### src/rtl/fe_pkg.sv
package fe_pkg;

  localparam int NSTG = 22;

  localparam logic [31:0] LOG2E = 32'h3FB8AA3B;
  localparam logic [31:0] LN2_HI = 32'h3F318000;
  localparam logic [31:0] LN2_LO = 32'hB95E8083;
  localparam logic [31:0] P0 = 32'h39506967;
  localparam logic [31:0] P1 = 32'h3AB743CE;
  localparam logic [31:0] P2 = 32'h3C088908;
  localparam logic [31:0] P3 = 32'h3D2AA9C1;
  localparam logic [31:0] P4 = 32'h3E2AAAAA;
  localparam logic [31:0] HALF = 32'h3F000000;
  localparam logic [31:0] ONE = 32'h3F800000;
  localparam logic [31:0] QNAN = 32'h7FC00000;
  localparam logic [31:0] PINF = 32'h7F800000;
  localparam logic [31:0] NINF = 32'hFF800000;
  localparam logic [30:0] LIM_MAG = 31'h42B00000;

  typedef enum logic [2:0] {
    OP_MUL,
    OP_ADD,
    OP_SUB,
    OP_FLOOR,
    OP_SCALE
  } op_t;

  typedef enum logic [2:0] {
    SRC_X,
    SRC_KF,
    SRC_R,
    SRC_R2,
    SRC_ACC,
    SRC_CONST
  } src_t;

  typedef enum logic [1:0] {
    DST_ACC,
    DST_R,
    DST_R2,
    DST_KF
  } dst_t;

  typedef struct packed {
    op_t         op;
    src_t        sa;
    src_t        sb;
    logic [31:0] cst;
    dst_t        dst;
  } uop_t;

  typedef struct packed {
    logic              vld;
    logic              spc;
    logic [31:0]       spc_res;
    logic [31:0]       x;
    logic signed [8:0] k;
    logic [31:0]       kf;
    logic [31:0]       r;
    logic [31:0]       r2;
    logic [31:0]       acc;
  } pipe_t;

  function automatic uop_t uop_at(input int i);
    uop_t u;
    u = '{OP_MUL, SRC_ACC, SRC_R, 32'h0, DST_ACC};
    case (i)
      0: u = '{OP_MUL, SRC_X, SRC_CONST, LOG2E, DST_ACC};
      1: u = '{OP_ADD, SRC_ACC, SRC_CONST, HALF, DST_ACC};
      2: u = '{OP_FLOOR, SRC_ACC, SRC_ACC, 32'h0, DST_KF};
      3: u = '{OP_MUL, SRC_KF, SRC_CONST, LN2_HI, DST_ACC};
      4: u = '{OP_SUB, SRC_X, SRC_ACC, 32'h0, DST_R};
      5: u = '{OP_MUL, SRC_KF, SRC_CONST, LN2_LO, DST_ACC};
      6: u = '{OP_SUB, SRC_R, SRC_ACC, 32'h0, DST_R};
      7: u = '{OP_MUL, SRC_R, SRC_R, 32'h0, DST_R2};
      8: u = '{OP_MUL, SRC_CONST, SRC_R, P0, DST_ACC};
      9: u = '{OP_ADD, SRC_ACC, SRC_CONST, P1, DST_ACC};
      10: u = '{OP_MUL, SRC_ACC, SRC_R, 32'h0, DST_ACC};
      11: u = '{OP_ADD, SRC_ACC, SRC_CONST, P2, DST_ACC};
      12: u = '{OP_MUL, SRC_ACC, SRC_R, 32'h0, DST_ACC};
      13: u = '{OP_ADD, SRC_ACC, SRC_CONST, P3, DST_ACC};
      14: u = '{OP_MUL, SRC_ACC, SRC_R, 32'h0, DST_ACC};
      15: u = '{OP_ADD, SRC_ACC, SRC_CONST, P4, DST_ACC};
      16: u = '{OP_MUL, SRC_ACC, SRC_R, 32'h0, DST_ACC};
      17: u = '{OP_ADD, SRC_ACC, SRC_CONST, HALF, DST_ACC};
      18: u = '{OP_MUL, SRC_ACC, SRC_R2, 32'h0, DST_ACC};
      19: u = '{OP_ADD, SRC_ACC, SRC_R, 32'h0, DST_ACC};
      20: u = '{OP_ADD, SRC_ACC, SRC_CONST, ONE, DST_ACC};
      21: u = '{OP_SCALE, SRC_ACC, SRC_ACC, 32'h0, DST_ACC};
      default: u = '{OP_MUL, SRC_ACC, SRC_R, 32'h0, DST_ACC};
    endcase
    return u;
  endfunction

  function automatic logic [31:0] pick(input src_t s, input pipe_t p,
                                       input logic [31:0] c);
    logic [31:0] v;
    case (s)
      SRC_X: v = p.x;
      SRC_KF: v = p.kf;
      SRC_R: v = p.r;
      SRC_R2: v = p.r2;
      SRC_ACC: v = p.acc;
      SRC_CONST: v = c;
      default: v = 32'h0;
    endcase
    return v;
  endfunction

endpackage

### src/rtl/fe_fmul.sv
module fe_fmul (
  input  logic [31:0] a,
  input  logic [31:0] b,
  output logic [31:0] y
);

  logic               sgn;
  logic [47:0]        prod;
  logic [22:0]        m;
  logic               g;
  logic               s;
  logic [23:0]        mr;
  logic signed [10:0] e;
  logic               tiny_up;

  always_comb begin
    sgn = a[31] ^ b[31];
    prod = {1'b1, a[22:0]} * {1'b1, b[22:0]};
    if (prod[47]) begin
      m = prod[46:24];
      g = prod[23];
      s = |prod[22:0];
    end else begin
      m = prod[45:23];
      g = prod[22];
      s = |prod[21:0];
    end
    e = $signed({3'b0, a[30:23]}) + $signed({3'b0, b[30:23]}) - 11'sd127
        + $signed({10'b0, prod[47]});
    tiny_up = (e == 11'sd0) && (&m);
    mr = {1'b0, m} + {23'b0, g & (s | m[0])};
    if (mr[23]) begin
      e = e + 11'sd1;
    end
    if (a[30:23] == 8'h00 || b[30:23] == 8'h00) begin
      y = {sgn, 31'h0};
    end else if (tiny_up) begin
      y = {sgn, 8'h01, 23'h0};
    end else if (e <= 11'sd0) begin
      y = {sgn, 31'h0};
    end else if (e >= 11'sd255) begin
      y = {sgn, 8'hFF, 23'h0};
    end else begin
      y = {sgn, e[7:0], mr[22:0]};
    end
  end

endmodule

### src/rtl/fe_fadd.sv
module fe_fadd (
  input  logic [31:0] a,
  input  logic [31:0] b,
  output logic [31:0] y
);

  logic               swp;
  logic [31:0]        big;
  logic [31:0]        sml;
  logic [7:0]         d;
  logic [26:0]        mb;
  logic [26:0]        ms;
  logic [53:0]        tmp;
  logic [26:0]        sh;
  logic [27:0]        sum;
  logic [26:0]        n;
  logic [4:0]         lz;
  logic               found;
  logic [23:0]        mr;
  logic signed [10:0] e;

  always_comb begin
    swp = b[30:0] > a[30:0];
    big = swp ? b : a;
    sml = swp ? a : b;
    d = big[30:23] - sml[30:23];
    mb = {1'b1, big[22:0], 3'b000};
    ms = {1'b1, sml[22:0], 3'b000};
    tmp = {ms, 27'h0} >> d;
    if (d >= 8'd27) begin
      sh = 27'h1;
    end else begin
      sh = {tmp[53:28], tmp[27] | (|tmp[26:0])};
    end
    if (big[31] == sml[31]) begin
      sum = {1'b0, mb} + {1'b0, sh};
    end else begin
      sum = {1'b0, mb} - {1'b0, sh};
    end
    lz = 5'd0;
    found = 1'b0;
    for (int i = 26; i >= 0; i--) begin
      if (!found && sum[i]) begin
        lz = 5'(26 - i);
        found = 1'b1;
      end
    end
    if (sum[27]) begin
      n = {sum[27:2], sum[1] | sum[0]};
      e = $signed({3'b0, big[30:23]}) + 11'sd1;
    end else begin
      n = sum[26:0] << lz;
      e = $signed({3'b0, big[30:23]}) - $signed({6'b0, lz});
    end
    mr = {1'b0, n[25:3]} + {23'b0, n[2] & ((n[1] | n[0]) | n[3])};
    if (mr[23]) begin
      e = e + 11'sd1;
    end
    if (a[30:23] == 8'h00 && b[30:23] == 8'h00) begin
      y = {a[31] & b[31], 31'h0};
    end else if (a[30:23] == 8'h00) begin
      y = b;
    end else if (b[30:23] == 8'h00) begin
      y = a;
    end else if (sum == 28'h0) begin
      y = 32'h0;
    end else if (e <= 11'sd0) begin
      y = {big[31], 31'h0};
    end else if (e >= 11'sd255) begin
      y = {big[31], 8'hFF, 23'h0};
    end else begin
      y = {big[31], e[7:0], mr[22:0]};
    end
  end

endmodule

### src/rtl/fe_stage.sv
module fe_stage #(
  parameter int STG = 0
) (
  input  logic          clk,
  input  logic          rst,
  input  fe_pkg::pipe_t din,
  output fe_pkg::pipe_t dout
);

  localparam fe_pkg::uop_t U = fe_pkg::uop_at(STG);

  logic [31:0]       opa;
  logic [31:0]       opb;
  logic [31:0]       fu_res;
  logic signed [8:0] fu_k;
  fe_pkg::pipe_t     nxt;
  fe_pkg::pipe_t     q;
  logic              q_vld;

  function automatic logic signed [8:0] floor_k(input logic [31:0] z);
    logic [7:0]  sh;
    logic [47:0] t;
    logic [8:0]  ip;
    logic        fr;
    logic [8:0]  k;
    if (z[30:23] < 8'd127) begin
      k = (z[31] && z[30:0] != 31'h0) ? 9'h1FF : 9'h000;
    end else begin
      sh = (z[30:23] >= 8'd150) ? 8'd0 : 8'd150 - z[30:23];
      t = {1'b1, z[22:0], 24'h0} >> sh;
      ip = t[32:24];
      fr = |t[23:0];
      k = z[31] ? 9'(-(ip + {8'h0, fr})) : ip;
    end
    return $signed(k);
  endfunction

  function automatic logic [31:0] int_to_f(input logic signed [8:0] k);
    logic [8:0]  mag;
    logic [3:0]  p;
    logic [31:0] t;
    mag = k[8] ? 9'(-k) : k;
    p = 4'd0;
    for (int i = 0; i < 9; i++) begin
      if (mag[i]) begin
        p = 4'(i);
      end
    end
    t = {23'h0, mag} << (5'd23 - {1'b0, p});
    if (mag == 9'h0) begin
      return 32'h0;
    end
    return {k[8], 8'd127 + {4'h0, p}, t[22:0]};
  endfunction

  function automatic logic [31:0] scale(input logic [31:0] yv,
                                        input logic signed [8:0] k);
    logic signed [10:0] e;
    e = $signed({3'b0, yv[30:23]}) + 11'(k);
    if (yv[30:0] == 31'h0) begin
      return yv;
    end
    if (e <= 11'sd0) begin
      return 32'h0;
    end
    if (e >= 11'sd255) begin
      return yv[31] ? fe_pkg::NINF : fe_pkg::PINF;
    end
    return {yv[31], e[7:0], yv[22:0]};
  endfunction

  assign opa = fe_pkg::pick(U.sa, din, U.cst);
  assign opb = fe_pkg::pick(U.sb, din, U.cst);

  generate
    if (U.op == fe_pkg::OP_MUL) begin : g_mul
      fe_fmul u_mul (.a(opa), .b(opb), .y(fu_res));
      assign fu_k = din.k;
    end else if (U.op == fe_pkg::OP_ADD) begin : g_add
      fe_fadd u_add (.a(opa), .b(opb), .y(fu_res));
      assign fu_k = din.k;
    end else if (U.op == fe_pkg::OP_SUB) begin : g_sub
      fe_fadd u_add (.a(opa), .b({~opb[31], opb[30:0]}), .y(fu_res));
      assign fu_k = din.k;
    end else if (U.op == fe_pkg::OP_FLOOR) begin : g_floor
      assign fu_k = floor_k(opa);
      assign fu_res = int_to_f(fu_k);
    end else begin : g_scale
      assign fu_k = din.k;
      assign fu_res = din.spc ? din.spc_res : scale(opa, din.k);
    end
  endgenerate

  always_comb begin
    nxt = din;
    nxt.k = fu_k;
    case (U.dst)
      fe_pkg::DST_ACC: nxt.acc = fu_res;
      fe_pkg::DST_R: nxt.r = fu_res;
      fe_pkg::DST_R2: nxt.r2 = fu_res;
      fe_pkg::DST_KF: nxt.kf = fu_res;
      default: nxt.acc = fu_res;
    endcase
  end

  always_ff @(posedge clk) begin
    q <= nxt;
  end

  always_ff @(posedge clk) begin
    if (rst) begin
      q_vld <= 1'b0;
    end else begin
      q_vld <= din.vld;
    end
  end

  always_comb begin
    dout = q;
    dout.vld = q_vld;
  end

endmodule

### config.mk
export PLATFORM = sky130hd
export DESIGN_NAME = fe_stage
export DESIGN_NICKNAME = d
export VERILOG_FILES = /design/src/rtl/fe_pkg.sv /design/src/rtl/fe_fmul.sv /design/src/rtl/fe_fadd.sv /design/src/rtl/fe_stage.sv
export SDC_FILE = /design/constraint.sdc
export NUM_CORES = 1
export LEC_CHECK = 0
export BUFFER_PORTS_ARGS = -buffer_cell sky130_fd_sc_hd__buf_4
export CAP_MARGIN = 40
export CORE_MARGIN = 2
export CORE_UTILIZATION = 60
export DETAILED_ROUTE_END_ITERATION = 8
export PLACE_DENSITY_LB_ADDON = 0.2
export SETUP_SLACK_MARGIN = 0.4
export SYNTH_ARGS = -nofsm -noshare
export SYNTH_HDL_FRONTEND = slang
export SYNTH_SLANG_ARGS = --single-unit
### constraint.sdc
create_clock -name clk -period 17.15 [get_ports clk]
set_input_delay 0.8575 -clock clk [delete_from_list [all_inputs] [get_ports clk]]
set_output_delay 0.8575 -clock clk [all_outputs]
set_load 0.05 [all_outputs]
Word level (Yosys, flattened, before mapping)
Cells that the tools add are included.
{ "classes": {"n_addsub": 5, "n_mul": 1, "order_cmp": 2, "mux": 7, "bitwise_logic": 2, "reduce_logical": 8} }
{ "ops": {"columns": ["cell", "count"], "rows": [
  ["two-way mux 31 bit", 3],
  ["multiplier 24 x 24 -> 48 bit, second input constant", 1],
  ["adder 23 x 1 -> 24 bit", 1],
  ["two-way mux 23 bit", 1],
  ["AND reduction 23 bit", 1],
  ["OR reduction 23 bit", 1],
  ["OR reduction 22 bit", 1],
  ["adder 11 x 2 -> 11 bit", 1],
  ["adder 11 x 2 -> 11 bit, second input constant", 1],
  [">= comparator 11 x 9 -> 1 bit, second input constant", 1],
  ["less-or-equal comparator 11 x 1 -> 1 bit, second input constant", 1],
  ["zero test 11 bit", 1],
  ["two-way mux 11 bit", 1],
  ["subtractor 11 x 8 -> 11 bit, second input constant", 1],
  ["adder 8 x 7 -> 9 bit, second input constant", 1],
  ["zero test 8 bit", 1],
  ["OR reduction 4 bit", 1],
  ["OR reduction 3 bit", 1],
  ["two-way mux 1 bit", 2],
  ["AND 1 bit", 1],
  ["logical AND 1 bit", 1],
  ["OR 1 bit", 1]
]} }
{ "totals": {"regBits": 203, "input_bits": 205, "output_inout_bits": 203, "word_cells": 37} }

Longest topological paths before layout
Gate-level depths: netlist (run 1).
{ "depth": {"depth_word": 11, "depth_mapped": 40, "depth_no_buf": 35} }

Modules after synthesis
Synthesis (run 1) repeated with hierarchy kept, for this count alone.
{ "hier_totals": {"hier_cells": 2947, "area_unflattened_um2": 26880.8} }
{ "by_module_without_submodules": {"columns": ["mod", "instances", "cells_each", "area_each_um2", "seq_area_each_um2"], "rows": [
  ["fe_fmul", 1, 2740, 22788.1, 0.0],
  ["fe_stage", 1, 207, 4092.7, 4063.9]
]} }

Worst setup path before layout (run 1)
OpenSTA, ideal clock, no wires.
{ "synth_timing": {"path_kind": "in2reg", "startpoint": "input port din[149] (netlist name)", "endpoint": "register q, in the netlist dout[3]", "setup_ns": 0.119, "arrival_ns": 9.882, "t_required_ns": 17.031, "path_slack_ns": 7.149, "stages": 38, "path_buffers": 5, "path_cell_list": "inv_1 -> fa_1 -> fa_1 -> inv_1 -> ha_1 -> fa_1 -> inv_1 -> fa_1 -> inv_1 -> fa_1 -> inv_1 -> fa_1 -> inv_1 -> ha_1 -> a21oi_1 -> o21ai_0 -> a221oi_1 -> o21ai_1 -> [... 2 more ...] -> inv_2 -> clkbuf_1 -> clkbuf_1 -> buf_1 -> ha_1 -> or3_1 -> clkbuf_1 -> a211oi_1 -> xnor2_1 -> nand2b_1 -> nor3_1 -> nand2_1 -> or4b_1 -> nor3_1 -> a211oi_2 -> nand4_2 -> buf_2 -> nor2_1"} }
{ "synth_via": {"elab_chain_cells": 9, "elab_cells_between_ends": 18, "cone_classes": "3 x add/sub; 1 x mul; 2 x order compare; 4 x mux; 2 x bitwise; 6 x reduce/logical"} }
{ "synth_rtl": {"columns": ["item", "line", "text"], "rows": [
  ["start, declared", "fe_stage.sv:6", "input fe_pkg::pipe_t din,"],
  ["multiplier 24 x 24 -> 48 bit *", "fe_fmul.sv:18", "prod = {1'b1, a[22:0]} * {1'b1, b[22:0]};"],
  ["OR reduction 23 bit or OR reduction 22 bit (tied branches)", "fe_fmul.sv:22, fe_fmul.sv:26", null],
  ["two-way mux 1 bit", "fe_fmul.sv:19", "if (prod[47]) begin"],
  ["OR 1 bit", "fe_fmul.sv:31", "mr = {1'b0, m} + {23'b0, g & (s | m[0])};"],
  ["AND 1 bit", "fe_fmul.sv:31", null],
  ["adder 23 x 1 -> 24 bit", "fe_fmul.sv:31", null],
  ["two-way mux 11 bit", "fe_fmul.sv:32", "if (mr[23]) begin"],
  [">= comparator 11 x 9 -> 1 bit or less-or-equal comparator 11 x 1 -> 1 bit (tied branches)", "fe_fmul.sv:41, fe_fmul.sv:39", null],
  ["OR reduction 4 bit (no line)", null, null],
  ["end signal, assigned", "fe_stage.sv:107", "q <= nxt;"],
  ["end, declared", "fe_stage.sv:17", "fe_pkg::pipe_t q;"]
]} }
Mark *: on every way between the ends. The rest lies on a longest branch, timed or not.
A chain may end at the register's enable or synchronous reset.

Worst setup path in the final report (run 1)
{ "layout_timing": {"startpoint": "input port din[149] (netlist name)", "endpoint": "register q, in the netlist dout[18]"} }
The elaborated chain is that of the path after synthesis.

==> results, run 1 <==
- The flow ran to the end, and the final reports show no timing, DRC or antenna violations.
- Yosys printed 0 warnings.
- The height of the die is 173.7 um.
- The die covers 30,180 um^2.
- The global-route congestion overflow total is 0.
- The tool flagged a number of max-cap violations equal to 0.
- Compared with the post-synthesis result, the final layout area differs by 23.09%.
- Once detail routing completed, the nets flagged for antenna violations numbered 0.
- The detailed-placement wirelength estimate is 46,230 um.
- Global routing used 7.215% of the available met3 tracks.
- The global-route usage over all layers is 36.18%.
- The number of antenna violations at the first check in global routing came to 7.
- The number of standard-cell rows in the floorplan is 62.
- The number of pins with negative max-slew slack in the final report came to 0.
- In the routed design, unresolved DRC markers number 0.
- In this run the number of H-tree levels came out at 1.
- For this run, the top clock speed supported by timing is 89.11 MHz.
- The final count of negative-setup-slack endpoints is 0.
- The slew at the pin closest to its max-slew limit is 0.7485 ns.
- In this run the count of I/O pins placed on the die edge is 408.
- The final critical path takes up 65.44% of the cycle.
- The cell with the largest stage delay on the worst path is sky130_fd_sc_hd__nand4_2.
- Yosys mapped the design onto 79 distinct sky130hd cell types.
- The number of synthesized flops with an enable pin is 0.
- The path class of the tightest hold or removal check is input pin to register.
- The largest area contributor in the netlist is sky130_fd_sc_hd__fa_1.
- The first-pass iteration count of the detailed router is 5.
- Dividing the detail-routed wire length by the instance count gives 21.79 um.
- The average instance in the mapped netlist occupies 9.900 um^2.
- The shortest clock period the worst path allows after layout is approximately 11 ns.
- Summed over its instances, the top area cell type makes up 25.25% of the synthesized netlist area.
- The floorplan step set the die width to 173.7 um.
- For this configuration, the core starts out at a cell density of 60.55%.
- The final layout contains routed wiring with a total length of 54,880 um.
- The clock root buffer master is sky130_fd_sc_hd__clkbuf_16.
- After synthesis, flip-flops and latches occupy a little under a quarter of the total area.
- At the worst endpoint, the arrival time is 11.65 ns.
- In this run the most critical hold path is launched from din[186].
- The first global-routing pass estimated 82,350 um of wire.
- The congestion estimate from routability-driven global placement came to 0.9762.
- For met2 alone, demand over resource in global routing was 61.77%.
- The TritonCTS clock tree is yes.
- The met1 usage in global routing is 44.64%.
- Post-CTS timing repair inserted 0 buffers for setup.
- The number of hold violations in the final report came to 0.
- For hold timing, the worst endpoint is dout[186].
- The sort of element at the end of the critical path is a register.
- Setup repair after global routing left no endpoint under its margin.
- Counting along the longest clock path gives a buffer depth of 3.
- Entering global routing, the biggest net connects 44 pins.
- The critical path startpoint category is an input pin.
- Yosys attributes the largest share of cell area to sky130_fd_sc_hd__fa_1 (25%), sky130_fd_sc_hd__dfxtp_1 (23%), sky130_fd_sc_hd__ha_1 (19%).
- Counting every instance in the synthesized netlist gives between 1,500 and 2,000.
- STA puts the critical path data required time at 17.58 ns.
- The category of the most critical setup path is input pin to register.
- The detailed-route via count is 13,830.
- The synthesized area is roughly 17,000 um^2.
- The busiest layer in global routing is met2.
- In this run, post-CTS repair resized a total of 0 instances.
- The area of the core region is 28,550 um^2.
- After clock tree synthesis, the clock-pin slew on the worst setup and hold paths is ~0.070 ns.
- The share of final-layout standard cells stronger than drive strength 1 is 20.69%.
- The final-stage net count is roughly 2,800.
- Along the worst path, the maximum fanout reaches between 40 and 50.
- The number of sinks handled by clock tree synthesis is 202.
- The setup total negative slack is 0 ns.
- The worst slew margin relative to its limit is 49.74%.
- Along the worst hold path, the cell count comes to 1.
- The flip-flop and latch count after synthesis is 202.
- The share of flip-flops with an asynchronous set or reset after synthesis is 0%.
- The detailed router finished its first iteration with between 900 and 1,000 violations.
- Hold repair after CTS inserted 0 buffers.
- The total nets after synthesis is about 2,400.
- The delay of the slowest cell on the worst path is 0.66 ns.
- During placement, the flow inserted port buffers numbering 375.
- Dividing the detail-routed via count by the number of cells gives approximately 5.5.
- Among all flip-flop cells after synthesis, the most frequent one is sky130_fd_sc_hd__dfxtp_1.
- The number of global-route vias before repair is 14,290.
- Buffers inserted during clock tree synthesis total 22.
-- cells in the final DEF (no fill, tap or decap), types with 7 or more instances in the layout --
cell type,count
sky130_fd_sc_hd__a211oi_1,9
sky130_fd_sc_hd__o211ai_1,10
sky130_fd_sc_hd__diode_2,7
sky130_fd_sc_hd__dfxtp_1,202
sky130_fd_sc_hd__ha_1,257
sky130_fd_sc_hd__and3_1,14
sky130_fd_sc_hd__nand2b_1,10
sky130_fd_sc_hd__nor2_1,70
sky130_fd_sc_hd__nand2_1,88
sky130_fd_sc_hd__o21a_1,8
sky130_fd_sc_hd__clkbuf_16,22
sky130_fd_sc_hd__a21oi_1,74
sky130_fd_sc_hd__buf_4,377
sky130_fd_sc_hd__o21ai_0,49
sky130_fd_sc_hd__nor4_1,10
sky130_fd_sc_hd__a31oi_1,7
sky130_fd_sc_hd__xnor2_1,49
sky130_fd_sc_hd__a211oi_2,8
sky130_fd_sc_hd__nand4_1,10
sky130_fd_sc_hd__a21o_1,11
sky130_fd_sc_hd__mux2i_1,11
sky130_fd_sc_hd__and2_1,10
sky130_fd_sc_hd__xor2_1,37
sky130_fd_sc_hd__nor2b_1,7
sky130_fd_sc_hd__nor3_1,14
sky130_fd_sc_hd__fa_1,218
sky130_fd_sc_hd__inv_1,388
sky130_fd_sc_hd__or3_1,9
sky130_fd_sc_hd__nand3_1,26
sky130_fd_sc_hd__o31ai_1,7
-- critical path: cells and delay by family --
family,cells,cell delay (ns)
compound gates,7,1.84
xor+xnor,1,0.32
fa+ha+maj,9,4.11
buf+inv,9,1.24
mux,2,0.67
simple gates,7,2.60
-- metal layers --
layer | part of all wire (%) | vias up
met5 | 0 | -
met4 | 4.3 | 0
met3 | 8.7 | 118
met2 | 49 | 636
met1 | 38 | 6709
li1 | - | 6371
-- per-stage QoR --
step	utilization, %	setup WS [ns]	hold WS, ns	cells	instance area (um^2)
2_1_floorplan	-	7.149	0.8852	1746	17290
3_3_place_gp	71.58	5.680	0.9626	2470	20430
3_5_place_dp	71.59	5.526	0.9630	2471	20440
4_1_cts	74.47	6.038	0.4092	2511	21260
5_1_grt	74.53	5.351	0.4101	2518	21280
6_report	74.53	5.927	0.4246	2518	21280
-- final cells by class --
cell class | count | area [um^2]
antenna | 7 | 17.52
clock buffer | 29 | 596.8
clock inverter | 11 | 224.0
fill | 2114 | 7271
inverter | 389 | 1460
multi-input combinational | 1118 | 11620
sequential | 202 | 4044
tap | 384 | 480.5
timing repair buffer | 378 | 2834
-- registers in the layout, indices dropped and copies added (netlist names) --
name   flops
dout     201
q_vld      1
-- logic make-up (layout without fill, tap and decap cells) --
group,count (synthesis),count (layout),share of synthesized area [%]
mux,13,13,0.7673
compound gates,242,242,9.417
xor+xnor,86,86,4.358
flops,202,202,23.39
buf+inv,426,807,9.381
fa+ha+maj,475,475,43.85
other cells,0,7,0
simple gates,302,302,8.831
-- worst max-delay path by stage --
stage | from | end | slack, ns
2_1_floorplan | din[149] | dout[3] | 7.15
3_3_place_gp | din[148] | dout[18] | 5.68
3_5_place_dp | din[148] | dout[18] | 5.53
4_1_cts | din[148] | dout[18] | 6.04
5_1_grt | din[148] | dout[18] | 5.35
6_report | din[149] | dout[18] | 5.93
-- synthesized netlist by cell type (8+ instances only) --
master / count
sky130_fd_sc_hd__xor2_1: 37
sky130_fd_sc_hd__nand2_1: 88
sky130_fd_sc_hd__dfxtp_1: 202
sky130_fd_sc_hd__nand2b_1: 10
sky130_fd_sc_hd__nand3_1: 26
sky130_fd_sc_hd__nor4_1: 10
sky130_fd_sc_hd__nor3_1: 14
sky130_fd_sc_hd__nor2_1: 70
sky130_fd_sc_hd__a211oi_2: 8
sky130_fd_sc_hd__xnor2_1: 49
sky130_fd_sc_hd__and3_1: 14
sky130_fd_sc_hd__ha_1: 257
sky130_fd_sc_hd__nand4_1: 10
sky130_fd_sc_hd__mux2i_1: 11
sky130_fd_sc_hd__or3_1: 9
sky130_fd_sc_hd__o21a_1: 8
sky130_fd_sc_hd__a21o_1: 11
sky130_fd_sc_hd__a211oi_1: 9
sky130_fd_sc_hd__clkbuf_1: 29
sky130_fd_sc_hd__inv_1: 388
sky130_fd_sc_hd__fa_1: 218
sky130_fd_sc_hd__o21ai_0: 49
sky130_fd_sc_hd__and2_1: 10
sky130_fd_sc_hd__o211ai_1: 10
sky130_fd_sc_hd__a21oi_1: 74
Power of run 1 is left out: the tool's default activity adds up to more than one toggle a clock period on the data nets, which glitch-free logic cannot reach.
==> run 2: changes to the inputs <==
Settings changed: CORE_UTILIZATION 60 to 56.
Clock period 17.15 ns to 11.35 ns, I/O delays scaled along.
==> run 2 against run 1 <==
Compared with the run above:
- final area fell by 0.18%
- critical path depth is the same
- wire length down 0.12%
- die area up 7.0%
- final cell count rose by 0.40%
- clock-buffer cell count fell by 2
- sequential share of layout area about the same
- global-route usage down 2.6 points
- worst setup slack got worse by 4.6 ns
- hold slack lost 0.28 ns
- utilization shrank 4.9 points
- via count down 1.7%
- largest cell class unchanged
- highest routed layer unchanged
==> results, run 2 (same netlist as run 1, synthesis figures left out) <==
- The peak fanout along the critical path is 14.
- The slew at the pin closest to its max-slew limit is 0.8248 ns.
- Static timing analysis puts the maximum clock frequency at 99.56 MHz.
- Data arrives at the worst endpoint at 10.47 ns.
- The routed design has 54,810 um of wire.
- The area growth from synthesis to layout is 22.87%.
- The die boundary width is 179.7 um.
- For this run, the total global-route usage over all layers was measured as 33.56%.
- The worst setup path is of the input pin to register kind.
- The tightest min-delay check is of the input pin to register type.
- The origin of the worst min-delay path is din[50].
- The critical path data required time is between 10 and 15 ns.
- In the final design database the tool counted 2,792 nets.
- The height of the die is 179.7 um.
- The cell with the largest stage delay on the worst path is sky130_fd_sc_hd__or4_1.
- After detailed routing, the average wire length per cell comes to 21.68 um.
- The tree is rooted in a sky130_fd_sc_hd__clkbuf_16.
- The number of flip-flops under the largest register name is 201.
- The leading cell type in the layout, fill and taps excluded is sky130_fd_sc_hd__inv_1.
- In this run the number of H-tree levels came out at 1.
- Setup total negative slack on the finished layout was measured at 0 ns.
- The number of antenna violations at the first check in global routing is 4.
- Input and output buffers added on the ports amount to 375.
- The clock passes through at most 3 buffers.
- The first-pass iteration count of the detailed router is 5.
- After detailed routing, the number of remaining DRC violations is 0.
- The routability congestion estimate is 0.9667.
- Setup violations remaining at the end of the flow were counted as 0.
- Summed over all layers, the global routing overflow is 0.
- The hold-fix buffer count after cts is 0.
- The die covers 32,290 um^2.
- The clock drives 202 sinks.
- The worst path uses 88.50% of the clock period.
- The clock period could shrink to 10.04 ns.
- Once detailed placement completed, the half-perimeter wirelength came to approximately 47,000 um.
- The area of the core region is 30,510 um^2.
- After floorplanning, the core was divided into 64 placement rows.
- The I/O pin count is 408.
- The share of final-layout standard cells stronger than drive strength 1 is 20.73%.
- The critical path startpoint category is an input pin.
- The total clock buffers created by CTS is 22.
- The worst slew margin relative to its limit is 44.62%.
- Detailed routing inserted a total of ~14,000 vias.
- Leaving out fill and tap cells, the most frequent cells in the layout are sky130_fd_sc_hd__inv_1 (388), sky130_fd_sc_hd__buf_4 (378), sky130_fd_sc_hd__ha_1 (257).
- The quantity of gates resized following cts is 0.
- The number of pins with negative max-slew slack in the final report is 0.
- Dividing the detail-routed via count by the number of cells gives 5.377.
- The initial cell density of the core is 56.66%.
- The first global-routing pass estimated 82,960 um of wire.
- The number of hold violations in the final report is 0.
- The end point of the worst hold path is dout[50].
- The sort of element at the end of the critical path is a register.
- The iteration-0 DRC count of the detailed router is approximately 900.
- The run finished with clean final reports.
- The number of global-route vias before repair is 13,990.
- The count of nets left with antenna violations once routing finished came out at 0.
- The delay of the slowest cell on the worst path is 0.57 ns.
- Setup repair after global routing left no endpoint under its margin.
- The number of cells on the worst hold path is 1.
- The count of buffers added by post-CTS timing repair for setup is 0.
- The number of maximum-capacitance constraint violations is 0.
- The TritonCTS clock tree is yes.
- The clock-pin transition on the worst setup and hold timing paths is 0.06 ns.
- Entering global routing, the biggest net connects between 40 and 50 pins.
run 2: cell count changes in the layout (fill, tap and decap cells not counted):
cell                        delta
sky130_fd_sc_hd__clkinv_2      +2
sky130_fd_sc_hd__buf_4         +1
sky130_fd_sc_hd__clkbuf_8      -1
sky130_fd_sc_hd__bufinv_16     -2
sky130_fd_sc_hd__inv_8         +1
sky130_fd_sc_hd__diode_2       -2
sky130_fd_sc_hd__clkbuf_1      -1
run 2: critical path, delay by kind of cell:
kind	cells	cell delay (ns)
xor+xnor	1	0.28
mux	2	0.64
buf+inv	9	0.97
simple gates	7	2.32
fa+ha+maj	9	4.03
compound gates	7	1.66
run 2: worst max-delay path by stage:
stage	slack (ns)	startpoint	cells past startpoint	end
finish	1.31	din[148]	35	dout[18]
global placement	1.20	din[148]	35	dout[18]
CTS	1.40	din[148]	35	dout[18]
floorplan	1.64	din[149]	38	dout[3]
detailed placement	0.92	din[148]	35	dout[18]
global route	0.68	din[149]	35	dout[18]
run 2: stage by stage:
stage	hold slack [ns]	worst slack, ns	instance area [um^2]	util (%)	cells
detailed placement	0.6730	0.9236	20460	67.06	2484
finish	0.1400	1.306	21240	69.61	2528
floorplan	0.5952	1.639	17290	-	1746
CTS	0.1196	1.401	21230	69.57	2523
global route	0.1226	0.6797	21240	69.60	2527
global placement	0.6723	1.200	20460	67.05	2483
run 2: routing by layer:
metal | track usage [%] | wire length [um] | vias to the layer above
li1 | - | - | 6366
met1 | 42.11 | 22010 | 6628
met2 | 57.41 | 26940 | 492
met3 | 6.301 | 3528 | 108
met4 | 13.14 | 2332 | 0
met5 | 0 | 0 | -
run 2: final cells by class:
class	count	area, um^2
tap	396	495.5
fill	2359	9271
clock buffer	27	579.3
antenna	5	12.51
inverter	389	1460
clock inverter	12	185.2
multi-input combinational	1118	11620
sequential	202	4044
timing repair buffer	379	2841
Power of run 2 is left out for the same reason.
